`config.mk`:
```
export PLATFORM = sky130hd
export DESIGN_NAME = hfa_cell
export DESIGN_NICKNAME = d
export VERILOG_FILES = /design/src/hw/rtl/hfa_pkg.sv /design/src/hw/rtl/hfa_cell.sv
export SDC_FILE = /design/constraint.sdc
export NUM_CORES = 1
export LEC_CHECK = 0
export ABC_AREA = 0
export BUFFER_PORTS_ARGS = -buffer_cell sky130_fd_sc_hd__buf_2
export CAP_MARGIN = 15
export CORE_MARGIN = 2
export CORE_UTILIZATION = 44
export CTS_CLUSTER_SIZE = 25
export DETAILED_ROUTE_END_ITERATION = 10
export PLACE_DENSITY = 0.84
export SYNTH_ARGS = -nofsm -noshare
export SYNTH_HDL_FRONTEND = slang
export SYNTH_SLANG_ARGS = --single-unit
```
`constraint.sdc`:
```
create_clock -name clk -period 1.15 [get_ports clk]
set_clock_uncertainty 0.1 [all_clocks]
set_input_delay 0.0575 -clock clk [delete_from_list [all_inputs] [get_ports clk]]
set_output_delay 0.0575 -clock clk [all_outputs]
set_load 0.05 [all_outputs]
```
`src/hw/rtl/hfa_pkg.sv`:
```
`default_nettype none

package hfa_pkg;

    // coefficient format: q1.15
    localparam int COEF_W    = 16;
    localparam int COEF_FRAC = 15;

    // largest offset magnitude from the centre tap
    localparam int MAX_OFFSET = 63;
    localparam int OFFSET_W   = $clog2(MAX_OFFSET + 1);

    // 2/(pi*m) in q1.15, rounded to nearest, indexed by |m|; zero at even m
    localparam logic signed [COEF_W-1:0] ODD_COEF [MAX_OFFSET+1] = '{
        16'sd0,    16'sd20861, 16'sd0, 16'sd6954, 16'sd0, 16'sd4172, 16'sd0, 16'sd2980,
        16'sd0,    16'sd2318,  16'sd0, 16'sd1896, 16'sd0, 16'sd1605, 16'sd0, 16'sd1391,
        16'sd0,    16'sd1227,  16'sd0, 16'sd1098, 16'sd0, 16'sd993,  16'sd0, 16'sd907,
        16'sd0,    16'sd834,   16'sd0, 16'sd773,  16'sd0, 16'sd719,  16'sd0, 16'sd673,
        16'sd0,    16'sd632,   16'sd0, 16'sd596,  16'sd0, 16'sd564,  16'sd0, 16'sd535,
        16'sd0,    16'sd509,   16'sd0, 16'sd485,  16'sd0, 16'sd464,  16'sd0, 16'sd444,
        16'sd0,    16'sd426,   16'sd0, 16'sd409,  16'sd0, 16'sd394,  16'sd0, 16'sd379,
        16'sd0,    16'sd366,   16'sd0, 16'sd354,  16'sd0, 16'sd342,  16'sd0, 16'sd331
    };

    // coefficient of a tap, given the index of the centre tap
    function automatic logic signed [COEF_W-1:0] coef_for_tap(input int tap, input int half);
        int m;
        int am;
        logic [OFFSET_W-1:0] idx;
        logic signed [COEF_W-1:0] c;
        m   = tap - half;
        am  = (m < 0) ? -m : m;
        idx = am[OFFSET_W-1:0];
        c   = ODD_COEF[idx];
        if (m < 0)
        begin
            c = -c;
        end
        return c;
    endfunction

endpackage

`default_nettype wire

```
`src/hw/rtl/hfa_cell.sv`:
```
`default_nettype none

module hfa_cell #(
    parameter int SAMPLE_WIDTH = 16,
    parameter int ACC_W        = 37,
    parameter logic signed [hfa_pkg::COEF_W-1:0] COEF = '0
) (
    input  wire logic                           clk,
    input  wire logic                           rst_n,
    input  wire logic                           en,
    input  wire logic signed [SAMPLE_WIDTH-1:0] sample,
    input  wire logic signed [SAMPLE_WIDTH-1:0] tap_in,
    output logic signed [SAMPLE_WIDTH-1:0]      tap_out,
    input  wire logic signed [ACC_W-1:0]        sum_in,
    output logic signed [ACC_W-1:0]             sum_out
);

    localparam int PROD_W = hfa_pkg::COEF_W + SAMPLE_WIDTH;

    logic signed [SAMPLE_WIDTH-1:0] tap_reg;
    logic signed [SAMPLE_WIDTH-1:0] tap_next;
    logic signed [ACC_W-1:0]        sum_reg;
    logic signed [ACC_W-1:0]        sum_next;
    logic signed [PROD_W-1:0]       prod;

    // transposed-form tap: product of the new sample plus the upstream partial sum
    assign prod     = COEF * sample;
    assign sum_next = ACC_W'(prod) + sum_in;
    assign tap_next = tap_in;

    always_ff @(posedge clk or negedge rst_n)
    begin
        if (!rst_n)
        begin
            tap_reg <= '0;
            sum_reg <= '0;
        end
        else if (en)
        begin
            tap_reg <= tap_next;
            sum_reg <= sum_next;
        end
    end

    assign tap_out = tap_reg;
    assign sum_out = sum_reg;

endmodule

`default_nettype wire
```
==> metrics, run 1 <==
share of the core filled with cells in the final layout=0.730; CTS Root Buffer Type=clkbuf_8; layout net count=between 300 and 400; core region area=~4800 um2; DRC violation total after the first TritonRoute iteration=between 40 and 50; initial core utilization=0.464; Total Negative Setup Slacks=0 ns; class of the tightest hold or removal check=in -> reg; number of buffers added on ports=108; CTS Sinks=53; number of detailed-route iterations in the first pass=4; Post-Synthesis Net Count=184; final setup fails=0; Ant. Diodes=0; Seq/Total Area, Yosys=0.597; half-perimeter wire length after placement=3110 um; top-level port count=between 100 and 150; Leakage Power=approximately 0.0018 uW; Crit-path slowest cell=dfrtp_1; worst-path cell chain=buf_2; synthesized flop and latch total=53; worst path bufs/invs=1; element type at the critical path start=register; clock tree from TritonCTS=yes; CTS H-tree depth=2; maximum capacitance violations=0; post-detailed-route DRC marker count=0; critical path required time=0.99 ns; count of cell types in the netlist=5; delay of the slowest cell on the worst path=0.37 ns; most common cell after layout, fill and taps aside=buf_2; mean instance size in the synthesized netlist=~20 um2; CP max FO=2; Worst-Margin Slew=0.283 ns; post-route ant nets=0; GRT Resource Usage Total=0.211; total CTS buffers=5; tightest slew margin relative to the limit=0.811; Ys Warns=0; Max Freq=903 MHz; number of antenna violations at the first check in global routing=0; outcome=complete, no violations; total length of routed wires=around 5500 um; power density normalized to cell area=1440 nW/um2; largest vdd supply drop=about 0.00079 V; Arrival @ worst endpoint=0.95 ns; Via Count=~1600; die extent in y=75.1 um; post-route minimum period=1.11 ns; most frequent cells in the layout=buf_2, dlygate4sd3_1, dfrtp_1; Crit. End Element=primary output; portion of the clock cycle consumed by the worst path in the final layout=0.963; Final Slew Violations=0; final weighted congestion in routability-driven placement=0.656; number of global-route vias before repair=1727; fill cell count=300; top cell family by delay on the critical path=flip-flops; clock latency of the later-clocked register in the worst-skew pair=around 0.3 ns; maximum clock path buffer count=2; critical setup path kind=reg -> out; overall overflow remaining after global route=0; per-cell routed wire length=15.8 um; wire length of the first global-routing pass=8600 um; Final Hold Viols=0; Post-Syn Area=2220 um2; Post-Synthesis Cells=112; Vias/cell=around 4.5; maximum number of pins on one net before global-route repair=54; row count=25; RSZ-0062 raised after global routing=false; fraction of layout instances using a drive strength above 1=0.618; Horiz. Die Dim=75.1 um; full die area=5630 um2; clk slew on worst S/H paths=0.09 ns; area overhead of the layout relative to synthesis=57.3%
worst paths after layout:
path / startpoint / endpoint / slack [ns] / cells past startpoint
worst max-delay path: sum_out[28]$_DFFE_PN0P_ / sum_out[28] / 0.04 / 1
worst min-delay path: en / tap_out[8]$_DFFE_PN0P_ / 0.13 / 3
worst max register to register: sum_out[24]$_DFFE_PN0P_ / sum_out[24]$_DFFE_PN0P_ / 0.24 / 1
worst min register to register: tap_out[9]$_DFFE_PN0P_ / tap_out[9]$_DFFE_PN0P_ / 0.41 / 1
max in group asynchronous: rst_n / sum_out[26]$_DFFE_PN0P_ / 0.51 / 3
min in group asynchronous: rst_n / sum_out[11]$_DFFE_PN0P_ / 0.20 / 3
synthesized netlist by cell type:
cell | n | area share
buf_6 | 1 | 0.0051
buf_12 | 5 | 0.045
mux2_2 | 3 | 0.015
dfrtp_1 | 53 | 0.60
mux2_4 | 50 | 0.34
through the flow:
| stage | std cells | setup slack (ns) | hold WS, ns | instance area, um2 | power [uW] |
|---|---|---|---|---|---|
| 4_1_cts | 347 | 0.0254 | 0.123 | 3480 | 5060 |
| 2_1_floorplan | 112 | 0.0557 | -0.338 | 2220 | 3230 |
| 3_5_place_dp | 285 | 0.169 | -0.0216 | 2820 | 3600 |
| 3_3_place_gp | 285 | 0.185 | -0.0338 | 2820 | 3570 |
| 5_1_grt | 347 | 0.000196 | 0.118 | 3500 | 5250 |
| 6_report | 347 | 0.0423 | 0.130 | 3500 | 5030 |
routing by layer:
| metal | vias up | track usage | wire length (um) |
|---|---|---|---|
| met5 | - | 0 | 0 |
| met1 | 762 | 0.270 | 2300 |
| met3 | 4 | 0.0669 | 378 |
| met2 | 69 | 0.347 | 2780 |
| met4 | 0 | 0.0575 | 38 |
| li1 | 721 | - | - |
what timing repair did:
item | CTS | global route
hold buffers | 54 | 0
resized for setup | 0 | 7
endpoints found under the setup margin | 0 | 7
buffers inserted | 0 | 0
endpoints found under the hold margin | 106 | 0
power breakdown:
group | total (uW) | switching (uW) | internal [uW] | leakage (uW)
Combinational | 1580 | 958 | 620 | 0.00112
Clock | 1290 | 583 | 708 | 0.0000574
Sequential | 2160 | 113 | 2050 | 0.000620
kinds of logic (layout without fill, tap and decap cells):
group,after synthesis,in the layout,share of synthesized area
buffers and inverters,6,174,0.0501
DFF,53,53,0.597
muxes,53,53,0.353
sequential cells by signal, summed over array words and instances, names as in the netlist:
name / count
sum_out: 37
tap_out: 16
area by class of cell:
class | instances | area (um2) | area share
Timing Repair Buffer | 166 | 1180 | 0.338
Tap cell | 67 | 83.8 | 0.0240
Clock inverter | 2 | 37.5 | 0.0107
Sequential cell | 53 | 1330 | 0.379
Multi-Input combinational cell | 53 | 785 | 0.224
Clock buffer | 6 | 82.6 | 0.0236
(Power assumes the default switching activity.)
==> run 2: changes to the inputs <==
--- a/config.mk
+++ b/config.mk
@@ -13,6 +13,7 @@
 export CTS_CLUSTER_SIZE = 25
 export DETAILED_ROUTE_END_ITERATION = 10
 export PLACE_DENSITY = 0.84
+export SKIP_LAST_GASP = 1
 export SYNTH_ARGS = -nofsm -noshare
 export SYNTH_HDL_FRONTEND = slang
 export SYNTH_SLANG_ARGS = --single-unit
==> constraint.sdc (replaced) <==
create_clock -name clk -period 1.2 [get_ports clk]
set_clock_uncertainty 0.1 [all_clocks]
set_input_delay 0.06 -clock clk [delete_from_list [all_inputs] [get_ports clk]]
set_output_delay 0.06 -clock clk [all_outputs]
set_load 0.05 [all_outputs]
==> metrics, run 2 (synthesis gave the netlist of run 1 again) <==
outcome=complete, no violations; Worst-Margin Slew=0.361 ns; CP max FO=2; Final Hold Viols=0; Arrival @ worst endpoint=0.98 ns; wire length of the first global-routing pass=slightly below 9000 um; half-perimeter wire length after placement=3250 um; most frequent cells in the layout=buf_2, dlygate4sd3_1, dfrtp_1; critical path required time=roughly 1.0 ns; Crit. End Element=primary output; clock tree from TritonCTS=yes; smallest hold slack=0.107 ns; portion of the clock cycle consumed by the worst path in the final layout=0.950; max FFs per register=37; number of detailed-route iterations in the first pass=3; die extent in y=75.1 um; maximum capacitance violations=0; overall overflow remaining after global route=0; clk slew on worst S/H paths=0.10 ns; delay of the slowest cell on the worst path=just under 0.4 ns; post-route ant nets=0; CTS H-tree depth=2; core region area=approximately 4800 um2; Leakage Power=about 0.0018 uW; area occupied by registers=1330 um2; DRC violation total after the first TritonRoute iteration=47; post-route minimum period=1.14 ns; fill cell count=313; power density normalized to cell area=approximately 1400 nW/um2; tightest slew margin relative to the limit=0.760; Top Usage Layer GRT=met2; final cell area excluding filler cells=around 3500 um2; routing usage on met2=0.378; layout net count=351; Max Freq=877 MHz; post-detailed-route DRC marker count=0; largest vdd supply drop=0.000724 V; number of buffers added on ports=about 110; total area of multi-input combinational cells=785 um2; Crit-path slowest cell=dfrtp_1; Horiz. Die Dim=approximately 75 um; clock latency of the later-clocked register in the worst-skew pair=0.30 ns; Vias/cell=between 4 and 5; top-level port count=125; number of antenna violations at the first check in global routing=0; final weighted congestion in routability-driven placement=0.657; Via Count=1569; placed cells=285; full die area=between 5000 and 6000 um2; row count=25; maximum clock path buffer count=2; Ant. Diodes=0; worst-path cell chain=buf_2; element type at the critical path start=register; maximum number of pins on one net before global-route repair=40; Total Negative Setup Slacks=0 ns; CTS Root Buffer Type=clkbuf_8; final setup fails=0; CTS Sinks=53; fraction of layout instances using a drive strength above 1=0.618; final instance count without filler cells=347; Final Slew Violations=0; class of the tightest hold or removal check=in -> async; most common cell after layout, fill and taps aside=buf_2; initial core utilization=0.464; worst path bufs/invs=1; critical setup path kind=reg -> out; number of global-route vias before repair=1769; GRT Resource Usage Total=0.221; total length of routed wires=~5900 um; instance area at placement=2810 um2; met3 track demand over resource in global routing=0.0710; top cell family by delay on the critical path=flip-flops; per-cell routed wire length=16.9 um; post-CTS resize count=0; met1 Track Usage GR=0.264; total CTS buffers=5; area overhead of the layout relative to synthesis=56.0%; RSZ-0062 raised after global routing=false
-- run 2: timing repair --
action                    4_1_cts  5_1_grt
setup buffers                   0        0
hold endpoints to repair      106        0
hold buffers                   54        0
-- run 2: final cells by class --
| type | count | area share |
|---|---|---|
| Sequential cell | 53 | 0.383 |
| Multi-Input combinational cell | 53 | 0.226 |
| Clock buffer | 6 | 0.0238 |
| Clock inverter | 2 | 0.0108 |
| Tap cell | 67 | 0.0242 |
| Timing Repair Buffer | 166 | 0.332 |
-- run 2: worst paths after layout --
| check | start | end | slack (ns) | cells past startpoint |
|---|---|---|---|---|
| min in group clk | en | sum_out[18]$_DFFE_PN0P_ | 0.17 | 3 |
| min | rst_n | sum_out[12]$_DFFE_PN0P_ | 0.11 | 2 |
| max in group asynchronous | rst_n | tap_out[3]$_DFFE_PN0P_ | 0.36 | 3 |
| min reg2reg | tap_out[6]$_DFFE_PN0P_ | tap_out[6]$_DFFE_PN0P_ | 0.41 | 1 |
| max reg2reg | sum_out[22]$_DFFE_PN0P_ | sum_out[22]$_DFFE_PN0P_ | 0.30 | 1 |
| max | sum_out[22]$_DFFE_PN0P_ | sum_out[22] | 0.06 | 1 |
-- run 2: layer usage --
| layer | up-vias | part of all wire |
|---|---|---|
| met2 | 69 | 0.51 |
| met5 | - | 0 |
| met4 | 0 | 0.019 |
| met3 | 12 | 0.068 |
| li1 | 721 | - |
| met1 | 767 | 0.40 |
-- run 2: where the power goes --
group	switching, uW	total (uW)	internal [uW]
registers	106	2070	1960
logic	927	1510	579
clock network	575	1250	679
total	1610	4830	3220
-- run 2: stage by stage --
| stage | utilization | setup slack [ns] | power, uW |
|---|---|---|---|
| 3_5_place_dp | 0.586 | 0.173 | 3450 |
| 6_report | 0.724 | 0.0603 | 4830 |
| 3_3_place_gp | 0.586 | 0.196 | 3420 |
| 4_1_cts | 0.724 | 0.0580 | 4840 |
| 2_1_floorplan | - | 0.106 | 3100 |
| 5_1_grt | 0.724 | 0.0224 | 5000 |
